`src/hw/rtl/m4mul_pkg.sv`:
```
// Shared types and constants of the 4x4 fixed-point matrix multiplier.
package m4mul_pkg;

	// Default matrix dimension; the top level may override it (2 to 4)
	localparam int DIM_DEFAULT = 4;
	// Fraction bits of the Q16.16 element format
	localparam int FRAC_BITS = 16;
	localparam int VALUE_W = 32;
	localparam int INDEX_W = 4;
	localparam int PROD_W = 2 * VALUE_W;

	// Transaction operation codes
	typedef enum logic [1:0] {
		OP_LOAD_A   = 2'd0,
		OP_LOAD_B   = 2'd1,
		OP_MULTIPLY = 2'd2,
		OP_UNUSED   = 2'd3
	} m4mul_op_t;

	typedef struct packed {
		logic [1:0]                operation;
		logic [INDEX_W-1:0]        element_index;
		logic signed [VALUE_W-1:0] element_value;
	} m4mul_in_t;

	typedef struct packed {
		logic [INDEX_W-1:0]        product_index;
		logic signed [VALUE_W-1:0] product_value;
		logic                      last_element;
	} m4mul_out_t;

	// Sequencer commands to the datapath
	typedef struct packed {
		logic wr_a;   // write element of A
		logic wr_b;   // write element of B
		logic issue;  // read one A/B operand pair
		logic first;  // first term of a dot product
		logic last;   // final term of a dot product
	} m4mul_ctrl_t;

endpackage

```
`src/hw/rtl/m4mul_mac.sv`:
```
// Operand memories and the shared multiply-accumulate unit with output saturation.
module m4mul_mac #(
	parameter int DIM = m4mul_pkg::DIM_DEFAULT
) (
	input  logic                                   clk,
	input  logic                                   arst_n,
	input  m4mul_pkg::m4mul_ctrl_t                 ctrl,
	input  logic [$clog2(DIM*DIM)-1:0]             wr_addr,
	input  logic [m4mul_pkg::VALUE_W-1:0]          wr_data,
	input  logic [$clog2(DIM*DIM)-1:0]             a_addr,
	input  logic [$clog2(DIM*DIM)-1:0]             b_addr,
	output logic                                   done,
	output logic signed [m4mul_pkg::VALUE_W-1:0]   result
);
	import m4mul_pkg::*;

	localparam int CELLS = DIM * DIM;
	localparam int ACC_W = PROD_W + $clog2(DIM);

	logic [VALUE_W-1:0] mem_a [CELLS];
	logic [VALUE_W-1:0] mem_b [CELLS];
	logic [CELLS-1:0]   vld_a_q;
	logic [CELLS-1:0]   vld_b_q;

	logic [VALUE_W-1:0] a_rd_s1;
	logic [VALUE_W-1:0] b_rd_s1;
	logic               a_ok_s1;
	logic               b_ok_s1;
	logic               issue_s1;
	logic               first_s1;
	logic               last_s1;

	logic signed [VALUE_W-1:0] op_a;
	logic signed [VALUE_W-1:0] op_b;
	logic signed [PROD_W-1:0]  prod_s2;
	logic                      issue_s2;
	logic                      first_s2;
	logic                      last_s2;

	logic signed [ACC_W-1:0]   acc_q;
	logic                      done_q;
	logic signed [ACC_W-1:0]   shifted;
	logic [ACC_W-VALUE_W:0]    upper;

	// Write element storage
	always_ff @(posedge clk) begin
		if (ctrl.wr_a) begin
			mem_a[wr_addr] <= wr_data;
		end
		if (ctrl.wr_b) begin
			mem_b[wr_addr] <= wr_data;
		end
	end

	// Mark written elements; unwritten ones read as zero
	always_ff @(posedge clk or negedge arst_n) begin
		if (!arst_n) begin
			vld_a_q <= '0;
			vld_b_q <= '0;
		end else begin
			if (ctrl.wr_a) begin
				vld_a_q[wr_addr] <= 1'b1;
			end
			if (ctrl.wr_b) begin
				vld_b_q[wr_addr] <= 1'b1;
			end
		end
	end

	// Read one operand pair
	always_ff @(posedge clk) begin
		if (ctrl.issue) begin
			a_rd_s1 <= mem_a[a_addr];
			b_rd_s1 <= mem_b[b_addr];
			a_ok_s1 <= vld_a_q[a_addr];
			b_ok_s1 <= vld_b_q[b_addr];
		end
	end

	assign op_a = a_ok_s1 ? signed'(a_rd_s1) : '0;
	assign op_b = b_ok_s1 ? signed'(b_rd_s1) : '0;

	// Multiply
	always_ff @(posedge clk) begin
		if (issue_s1) begin
			prod_s2 <= op_a * op_b;
		end
	end

	// Accumulate at full width
	always_ff @(posedge clk) begin
		if (issue_s2) begin
			acc_q <= first_s2 ? ACC_W'(prod_s2) : acc_q + ACC_W'(prod_s2);
		end
	end

	// Advance the term tags alongside the data
	always_ff @(posedge clk or negedge arst_n) begin
		if (!arst_n) begin
			issue_s1 <= 1'b0;
			first_s1 <= 1'b0;
			last_s1  <= 1'b0;
			issue_s2 <= 1'b0;
			first_s2 <= 1'b0;
			last_s2  <= 1'b0;
			done_q   <= 1'b0;
		end else begin
			issue_s1 <= ctrl.issue;
			first_s1 <= ctrl.first;
			last_s1  <= ctrl.last;
			issue_s2 <= issue_s1;
			first_s2 <= first_s1;
			last_s2  <= last_s1;
			done_q   <= issue_s2 & last_s2;
		end
	end

	// Drop fraction bits (floor) and clamp to the 32-bit range
	assign shifted = acc_q >>> FRAC_BITS;
	assign upper   = shifted[ACC_W-1:VALUE_W-1];

	always_comb begin
		if ((upper == '0) || (upper == '1)) begin
			result = shifted[VALUE_W-1:0];
		end else if (shifted[ACC_W-1]) begin
			result = {1'b1, {(VALUE_W-1){1'b0}}};
		end else begin
			result = {1'b0, {(VALUE_W-1){1'b1}}};
		end
	end

	assign done = done_q;

endmodule

```
`src/hw/rtl/m4mul_seq.sv`:
```
// Sequencer: input decode, row/column/term counters and the result register.
module m4mul_seq #(
	parameter int DIM = m4mul_pkg::DIM_DEFAULT
) (
	input  logic                                   clk,
	input  logic                                   arst_n,
	input  logic                                   in_valid,
	output logic                                   in_ready,
	input  m4mul_pkg::m4mul_in_t                   in_data,
	output logic                                   out_valid,
	input  logic                                   out_ready,
	output m4mul_pkg::m4mul_out_t                  out_data,
	output m4mul_pkg::m4mul_ctrl_t                 ctrl,
	output logic [$clog2(DIM*DIM)-1:0]             wr_addr,
	output logic [m4mul_pkg::VALUE_W-1:0]          wr_data,
	output logic [$clog2(DIM*DIM)-1:0]             a_addr,
	output logic [$clog2(DIM*DIM)-1:0]             b_addr,
	input  logic                                   done,
	input  logic signed [m4mul_pkg::VALUE_W-1:0]   result
);
	import m4mul_pkg::*;

	localparam int CELLS = DIM * DIM;
	localparam int KW    = $clog2(DIM);
	localparam int AW    = $clog2(CELLS);

	typedef enum logic [3:0] {
		S_IDLE  = 4'b0001,
		S_RUN   = 4'b0010,
		S_DRAIN = 4'b0100,
		S_EMIT  = 4'b1000
	} state_t;

	state_t        state_q;
	logic [KW-1:0] row_q;
	logic [KW-1:0] col_q;
	logic [KW-1:0] k_q;
	logic          accept;
	logic          in_range;
	logic          k_end;
	logic          col_end;
	logic          row_end;
	logic          out_free;
	logic [AW-1:0] pos;
	logic          out_valid_q;
	m4mul_out_t    out_q;

	assign in_ready = (state_q == S_IDLE);
	assign accept   = in_valid & in_ready;
	assign in_range = 32'(in_data.element_index) < CELLS;
	assign k_end    = (k_q == KW'(DIM - 1));
	assign col_end  = (col_q == KW'(DIM - 1));
	assign row_end  = (row_q == KW'(DIM - 1));
	assign out_free = !out_valid_q || out_ready;
	assign pos      = AW'(32'(row_q) * DIM + 32'(col_q));

	// Element writes straight from the load transaction
	assign wr_addr    = AW'(in_data.element_index);
	assign wr_data    = in_data.element_value;
	assign ctrl.wr_a  = accept && (in_data.operation == OP_LOAD_A) && in_range;
	assign ctrl.wr_b  = accept && (in_data.operation == OP_LOAD_B) && in_range;

	// One operand pair per cycle while running
	assign ctrl.issue = (state_q == S_RUN);
	assign ctrl.first = (state_q == S_RUN) && (k_q == '0);
	assign ctrl.last  = (state_q == S_RUN) && k_end;
	assign a_addr     = AW'(32'(row_q) * DIM + 32'(k_q));
	assign b_addr     = AW'(32'(k_q) * DIM + 32'(col_q));

	// Step through rows, columns and terms
	always_ff @(posedge clk or negedge arst_n) begin
		if (!arst_n) begin
			state_q <= S_IDLE;
			row_q   <= '0;
			col_q   <= '0;
			k_q     <= '0;
		end else begin
			case (state_q)
				S_IDLE: begin
					if (accept && (in_data.operation == OP_MULTIPLY)) begin
						row_q   <= '0;
						col_q   <= '0;
						k_q     <= '0;
						state_q <= S_RUN;
					end
				end
				S_RUN: begin
					if (k_end) begin
						k_q     <= '0;
						state_q <= S_DRAIN;
					end else begin
						k_q <= k_q + 1'b1;
					end
				end
				S_DRAIN: begin
					if (done) begin
						state_q <= S_EMIT;
					end
				end
				S_EMIT: begin
					if (out_free) begin
						if (col_end) begin
							col_q <= '0;
							row_q <= row_q + 1'b1;
						end else begin
							col_q <= col_q + 1'b1;
						end
						state_q <= (col_end && row_end) ? S_IDLE : S_RUN;
					end
				end
				default: begin
					state_q <= S_IDLE;
				end
			endcase
		end
	end

	// Hold each result until the consumer takes it
	always_ff @(posedge clk or negedge arst_n) begin
		if (!arst_n) begin
			out_valid_q <= 1'b0;
		end else if ((state_q == S_EMIT) && out_free) begin
			out_valid_q <= 1'b1;
		end else if (out_ready) begin
			out_valid_q <= 1'b0;
		end
	end

	always_ff @(posedge clk) begin
		if ((state_q == S_EMIT) && out_free) begin
			out_q.product_index <= INDEX_W'(pos);
			out_q.product_value <= result;
			out_q.last_element  <= col_end && row_end;
		end
	end

	assign out_valid = out_valid_q;
	assign out_data  = out_q;

endmodule

```
`src/hw/rtl/matrix4_multiply_unit.sv`:
```
// Top level of the fixed-point matrix multiplier.
//
//  channel | direction | handshake            | payload
//  in      | input     | in_valid / in_ready  | in_data  (m4mul_in_t: op, index, value)
//  out     | output    | out_valid/ out_ready | out_data (m4mul_out_t: index, value, last)
//
//  A multiply transaction holds in_ready low while it runs: each product element
//  takes DIM operand reads through the single shared multiplier, then passes
//  through multiply, accumulate and saturate on its way to the result register.
//  A stalled output stretches the element that waits to enter the result register.
//  Reset clears both matrices to zero and returns the sequencer to idle.
module matrix4_multiply_unit #(
	parameter int DIM = m4mul_pkg::DIM_DEFAULT
) (
	input  logic                    clk,
	input  logic                    arst_n,
	input  logic                    in_valid,
	output logic                    in_ready,
	input  m4mul_pkg::m4mul_in_t    in_data,
	output logic                    out_valid,
	input  logic                    out_ready,
	output m4mul_pkg::m4mul_out_t   out_data
);
	import m4mul_pkg::*;

	localparam int AW = $clog2(DIM * DIM);

	m4mul_ctrl_t               ctrl;
	logic [AW-1:0]             wr_addr;
	logic [VALUE_W-1:0]        wr_data;
	logic [AW-1:0]             a_addr;
	logic [AW-1:0]             b_addr;
	logic                      done;
	logic signed [VALUE_W-1:0] result;

	m4mul_seq #(
		.DIM(DIM)
	) u_seq (
		.clk      (clk),
		.arst_n   (arst_n),
		.in_valid (in_valid),
		.in_ready (in_ready),
		.in_data  (in_data),
		.out_valid(out_valid),
		.out_ready(out_ready),
		.out_data (out_data),
		.ctrl     (ctrl),
		.wr_addr  (wr_addr),
		.wr_data  (wr_data),
		.a_addr   (a_addr),
		.b_addr   (b_addr),
		.done     (done),
		.result   (result)
	);

	m4mul_mac #(
		.DIM(DIM)
	) u_mac (
		.clk    (clk),
		.arst_n (arst_n),
		.ctrl   (ctrl),
		.wr_addr(wr_addr),
		.wr_data(wr_data),
		.a_addr (a_addr),
		.b_addr (b_addr),
		.done   (done),
		.result (result)
	);

endmodule
```
`config.mk`:
```
export PLATFORM = sky130hd
export DESIGN_NAME = matrix4_multiply_unit
export DESIGN_NICKNAME = d
export VERILOG_FILES = /design/src/hw/rtl/m4mul_pkg.sv /design/src/hw/rtl/m4mul_mac.sv /design/src/hw/rtl/m4mul_seq.sv /design/src/hw/rtl/matrix4_multiply_unit.sv
export SDC_FILE = /design/constraint.sdc
export NUM_CORES = 2
export LEC_CHECK = 0
export BUFFER_PORTS_ARGS = -buffer_cell sky130_fd_sc_hd__clkbuf_2
export CORE_MARGIN = 4
export CORE_UTILIZATION = 58
export CTS_BUF_LIST = sky130_fd_sc_hd__clkbuf_2
export CTS_CLUSTER_DIAMETER = 120
export DETAILED_ROUTE_END_ITERATION = 7
export GPL_TIMING_DRIVEN = 0
export PLACE_DENSITY = 0.77
export SLEW_MARGIN = 20
export SYNTH_ARGS = -nofsm -noshare
export SYNTH_HDL_FRONTEND = slang
export SYNTH_SLANG_ARGS = --single-unit
```
`constraint.sdc`:
```
create_clock -name clk -period 10.95 [get_ports clk]
set_clock_uncertainty 0.1 [all_clocks]
set_input_delay 0.5475 -clock clk [delete_from_list [all_inputs] [get_ports clk]]
set_output_delay 0.5475 -clock clk [all_outputs]
set_load 0.01 [all_outputs]
```
# After elaboration in Yosys (flattened, before gate mapping)
# Memory sizes are Yosys's and may differ from the RTL's. A register that Yosys moved wholly into a read port is not among the register bits.
# Index checks and enable logic that the tools add are counted.
[word_totals] ram_bits=1024 input_bits=42 elab_cells=107 rom_bits=0 n_memories=2 out_inout_bits=39 ff_bits=219 latchBits=0
[mem_list] name="u_mac.mem_a" depth=16 word_bits=32 read_ports=1 rd_ports_with_merged_regs=1 wr=1 line="m4mul_mac.sv:20" source="logic [VALUE_W-1:0] mem_a [CELLS];"
[mem_list] name="u_mac.mem_b" depth=16 word_bits=32 read_ports=1 rd_ports_with_merged_regs=1 wr=1 line="m4mul_mac.sv:21" source="logic [VALUE_W-1:0] mem_b [CELLS];"
[op_classes] n_mul=1 n_eq_ne=15 n_bitwise=4 n_addsub=7 muxes=32 div=0 magnitude_cmp=4 shift=0 reduce_logical=21
[ops] op="2-to-1 mux 32 bit" count=4
[ops] op="adder 66 x 64 -> 66 bit" count=1
[ops] op="2-to-1 mux 66 bit" count=1
[ops] op="multiplier 32 x 32 -> 64 bit" count=1
[ops] op="equality test 35 bit (second input constant)" count=1
[ops] op="logical NOT 35 bit" count=1
[ops] op="bitwise OR 16 bit" count=2
[ops] op="2-to-1 mux 4 bit" count=4
[ops] op="case mux 4 bit (4 select lines)" count=1
[ops] op="less-than comparator 4 x 5 -> 1 bit (second input constant)" count=3
[ops] op="2-to-1 mux 2 bit" count=7
[ops] op="adder 4 x 2 -> 4 bit" count=3
[ops] op="case mux 2 bit (2 select lines)" count=3
[ops] op="2-to-1 mux 1 bit" count=9
[ops] op="binary-select mux 1 bit (select 4 bit)" count=2
[ops] op="equality test 2 bit (second input constant)" count=4
[ops] op="logical AND 1 bit" count=8
[ops] op="AND reduction 4 bit" count=2
[ops] op="adder 2 x 1 -> 2 bit (second input constant)" count=3
[ops] op="!= test 2 x 1 -> 1 bit (second input constant)" count=3
[ops] op="nonzero test 2 bit" count=3
[ops] op="demux 1 bit (select 4 bit)" count=1
[ops] op="equality test 4 x 1 -> 1 bit (second input constant)" count=1
[ops] op="equality test 4 x 2 -> 1 bit (second input constant)" count=1
[ops] op="11 further kinds" count=15

# Depth between registers and ports, before layout
[logic_depth] word_depth=5 mapped_depth=32

# By module
# Synthesis repeated with hierarchy kept, for this count alone.
[hier_totals] cells_unflattened=6633 area_unflattened_um2=88125.8
[by_module_without_submodules] module="m4mul_mac" n_inst=1 seq_area_each_um2=37611.1 cells_each=6480 area_per_inst_um2=85987.5
[by_module_without_submodules] module="m4mul_seq" n_inst=1 seq_area_each_um2=1387.6 cells_each=153 area_per_inst_um2=2138.3

# Least setup slack after synthesis
# OpenSTA, ideal clock, no wires.
[synth_path] kind="flip-flop to flip-flop" from="reg u_seq.state_q[1]" to="reg u_seq.k_q[1]" setup_ns=0.456 arrival_ns=8.441 t_required_ns=10.394 path_buffers=1 path_slack_ns=1.952 path_stages_with_launch=4 path_cell_list="dfrtp_1 -> clkbuf_1 -> nor4b_1 -> o21ai_0"
[synth_rtl] element="start, declared" line="m4mul_seq.sv:34" source="state_t state_q;"
[synth_rtl] element="start signal, assigned" line="m4mul_seq.sv:108" source="state_q <= (col_end && row_end) ? S_IDLE : S_RUN;"
[synth_rtl] element="end signal, assigned" line="m4mul_seq.sv:92" source="k_q <= k_q + 1'b1;"
[synth_rtl] element="end, declared" line="m4mul_seq.sv:37" source="logic [KW-1:0] k_q;"

# Worst setup path in the final report
[layout_path] from="reg u_mac.a_ok_s1" to="reg u_mac.prod_s2[62], data pin"
[layout_between] elab_chain_len=2
[layout_rtl] element="start, declared" line="m4mul_mac.sv:27" source="logic a_ok_s1;"
[layout_rtl] element="start signal, assigned" line="m4mul_mac.sv:75" source="a_ok_s1 <= vld_a_q[a_addr];"
[layout_rtl] element="2-to-1 mux 32 bit" line="m4mul_mac.sv:80" source="assign op_a = a_ok_s1 ? signed'(a_rd_s1) : '0;"
[layout_rtl] element="multiplier 32 x 32 -> 64 bit" line="m4mul_mac.sv:86" source="prod_s2 <= op_a * op_b;"
[layout_rtl] element="end signal, assigned" line="m4mul_mac.sv:86"
[layout_rtl] element="end, declared" line="m4mul_mac.sv:35" source="logic signed [PROD_W-1:0] prod_s2;"
# Every way passes these cells.
# A chain may end at the register's enable or synchronous reset.

==> insert_results.sql <==
INSERT INTO impl_metrics (metric_group, metric, value, unit) VALUES
('clock_tree', 'cts.repair_timing.setup_buffer_count', '0', ''),
('global_routing', 'grt_antenna_before_repair', '19', ''),
('detailed_routing', 'drc', '0', ''),
('die', 'core-area', '0.150', 'mm²'),
('hold_path', 'worst_hold_startpoint', 'in_data[26]', ''),
('hold_path', 'whs_path_cells', '2', ''),
('timing', 'timing_worst_slew_pin_value', '1.36', 'ns'),
('placed_design', 'post_dp_cell_area', '0.0919', 'mm²'),
('worst_setup_path', 'cp.required', '12.28', 'ns'),
('global_routing', 'first_global_vias', '61960', ''),
('clock_tree', 'cts.clk_slew.worst_paths', '0.10', 'ns'),
('cells_and_area', 'drive_above_1_share', '15.7', '%'),
('cells_and_area', 'post-route-cell-area', '0.0962', 'mm²'),
('detailed_routing', 'wl', '293000', 'µm'),
('worst_setup_path', 'cp_slowest_cell', 'sky130_fd_sc_hd__clkbuf_1', ''),
('detailed_routing', 'drt_wl_cell', '31.0', 'µm'),
('worst_setup_path', 'crit-reg2reg-launch', 'u_mac.a_ok_s1', ''),
('status', 'run_status', 'completed', ''),
('synthesis', 'synth_seq_area_share', '44.5', '%'),
('worst_setup_path', 'cpLargestDelayFamily', 'adder cells', ''),
('clock_tree', 'cts-root-to-sink-buffers', '4', ''),
('worst_setup_path', 'path_depth', '31', ''),
('timing', 'setup_repair_after_global_routing_missed_its_margin', 'false', ''),
('global_routing', 'global_route.usage.met3', '10.5', '%'),
('synthesis', 'largest_family_of_logic_cells_by_synthesized_area', 'adder cells', ''),
('worst_setup_path', 'crit_path_frequent_cell', 'sky130_fd_sc_hd__fa_1', ''),
('global_routing', 'grt_pass1_wl', '426000', 'µm'),
('timing', 'period_utilization_post_route', '98.1', '%'),
('timing', 'maxClockFrequency', '93.1', 'MHz'),
('placed_design', 'gp_congestion', '1.06', ''),
('global_routing', 'met1_demand_to_capacity_share_in_global_routing', '46.3', '%'),
('timing', 'hold_slack', '0.195', 'ns'),
('synthesis', 'yosys_warnings', '0', ''),
('synthesis', 'postSynth.asyncResetShare', '3.83', '%'),
('worst_setup_path', 'r2r.worst_path.cells', '31', ''),
('clock_tree', 'cts_made_buffers', '331', ''),
('worst_setup_path', 'worst_ep_arrival_time', '12.07', 'ns'),
('die', 'row_count', '142', ''),
('synthesis', 'synth_compound_gate_area_share', '3.86', '%'),
('worst_setup_path', 'critPathKind', 'flip-flop to flip-flop', ''),
('worst_setup_path', 'critical_path.startpoint_type', 'flip-flop', ''),
('die', 'dieArea', '0.157', 'mm²'),
('worst_setup_path', 'cp_capture_type', 'flip-flop', ''),
('global_routing', 'grt_overflow', '0', ''),
('detailed_routing', 'drtPass1Iterations', '8', ''),
('timing', 'timing.final.max_slew_violations', '0', ''),
('synthesis', 'number_of_flops_mapped_to_enable_cells_by_yosys', '1257', ''),
('die', 'initial_utilization', '58.4', '%'),
('synthesis', 'syn-mean-instance-area', '13.3', 'µm²'),
('global_routing', 'global_route.usage.total', '38.2', '%'),
('global_routing', 'largest_net_degree_at_the_start_of_global_routing', '54', ''),
('detailed_routing', 'vias_per_cell', '6.18', ''),
('die', 'top_level_ports', '81', ''),
('cells_and_area', 'post-route-util', '64.1', '%'),
('worst_setup_path', 'timing.critical_path.fanout_max', '10', ''),
('synthesis', 'summed_instance_area_of_the_synthesized_netlist', '0.0876', 'mm²'),
('global_routing', 'met2_usage', '61.7', '%'),
('die', 'floorplan.die.width', '397', 'µm'),
('hold_path', 'worst_hold_path_type', 'primary input to flip-flop', ''),
('synthesis', 'synth_nets', '7964', ''),
('placed_design', 'worst_slack_placed', '-0.653', 'ns'),
('clock_tree', 'cts_sinks', '1307', ''),
('synthesis', 'synth.distinct_cells', '78', ''),
('cells_and_area', 'areaGrowthSynthToFinish', '9.77', '%'),
('detailed_routing', 'initial_drc_count', '6932', ''),
('placed_design', 'numPortBuffers', '76', ''),
('flow_run', 'max-cap-violations', '0', ''),
('placed_design', 'dp_hpwl', '213000', 'µm'),
('timing', 'timing.final.ws_setup', '0.212', 'ns'),
('synthesis', 'post_synthesis_mux_area_share', '8.53', '%'),
('timing', 'finalSetupViolCount', '0', '');
[worst reg2reg max path: cells and delay by family (launching register included)]
family                     cells  cell delay, ns
DFF                            1            0.66
buffers and inverters         10            2.65
and+or+nand+nor                5            0.92
adders and majority gates      9            4.34
AOI/OAI and AO/OA              7            1.79
[synth_stat cells (37+ instances only)]
library cell	n	area, µm²
sky130_fd_sc_hd__edfxtp_1	1257	37700
sky130_fd_sc_hd__fa_1	1083	21700
sky130_fd_sc_hd__inv_1	984	3690
sky130_fd_sc_hd__nand2_1	705	2650
sky130_fd_sc_hd__nor2_1	629	2360
sky130_fd_sc_hd__mux4_2	330	7430
sky130_fd_sc_hd__clkbuf_1	295	1110
sky130_fd_sc_hd__ha_1	253	3170
sky130_fd_sc_hd__a21oi_1	138	691
sky130_fd_sc_hd__o21ai_0	132	661
sky130_fd_sc_hd__a21o_1	95	713
sky130_fd_sc_hd__xnor2_1	80	701
sky130_fd_sc_hd__and2_1	66	413
sky130_fd_sc_hd__xor2_1	53	464
sky130_fd_sc_hd__dfrtp_1	49	1230
sky130_fd_sc_hd__nand3_1	37	185
[final timing paths]
| kind | to | slack (ns) |
|---|---|---|
| setup / recovery | u_mac.prod_s2[62] | 0.21 |
| hold / removal | u_mac.mem_a[0][26] | 0.20 |
| setup reg to reg | u_mac.prod_s2[62] | 0.21 |
| hold reg to reg | u_mac.first_s2 | 0.26 |
| max in group asynchronous | u_seq.state_q[0] | 9.61 |
| min in group asynchronous | u_mac.vld_b_q[6] | 0.37 |
[cell type report]
class	instances	area, µm²
diodes	13	32.5
plain buffers	334	1320
clock buffers	498	2490
clock inverters	86	455
fillers	11148	53800
inverters	986	3700
multi-input cells	3953	43900
flip-flops and latches	1307	39000
well taps	2016	2520
repair buffers	269	2720
[logic make-up (layout without fill, tap and decap cells)]
family | after synthesis | after routing
buf+inv | 1326 | 2173
flops | 1307 | 1307
xor+xnor | 133 | 133
fa+ha+maj | 1336 | 1336
simple gates | 1622 | 1622
compound gates | 528 | 528
other cells | 0 | 13
mux | 334 | 334
[registers in the layout (all words and copies together) (netlist names), 4 cells and up]
signal,count
u_seq.state_q,4
u_mac.b_rd_s1,32
u_mac.prod_s2,64
u_mac.vld_b_q,16
u_mac.vld_a_q,16
u_mac.mem_a,512
u_seq.out_data,37
u_mac.mem_b,512
u_mac.acc_q,66
u_mac.a_rd_s1,32
[routing by layer]
layer	vias to the layer above	wire (µm)	part of all wire, %
li1	23496	-	-
met1	29828	99300	34
met2	4128	140000	48
met3	966	32100	11
met4	18	21700	7.4
met5	-	231	0.079
[metrics by stage]
stage	std cells	TNS [ns]
global route	9453	0
global placement	8678	-52.45
floorplan	6586	0
finish	9462	0
detailed placement	8755	-5.95
CTS	9450	0
[repair_timing]
item / 4_1_cts / 5_1_grt
gates resized for setup: 11 / 44
hold endpoints to repair: 2156 / 60
hold buffers: 112 / 3
setup endpoints to repair: 17 / 13
Power is left out: the tool's default activity adds up to more than one toggle a clock period on the data nets, which glitch-free logic cannot reach.
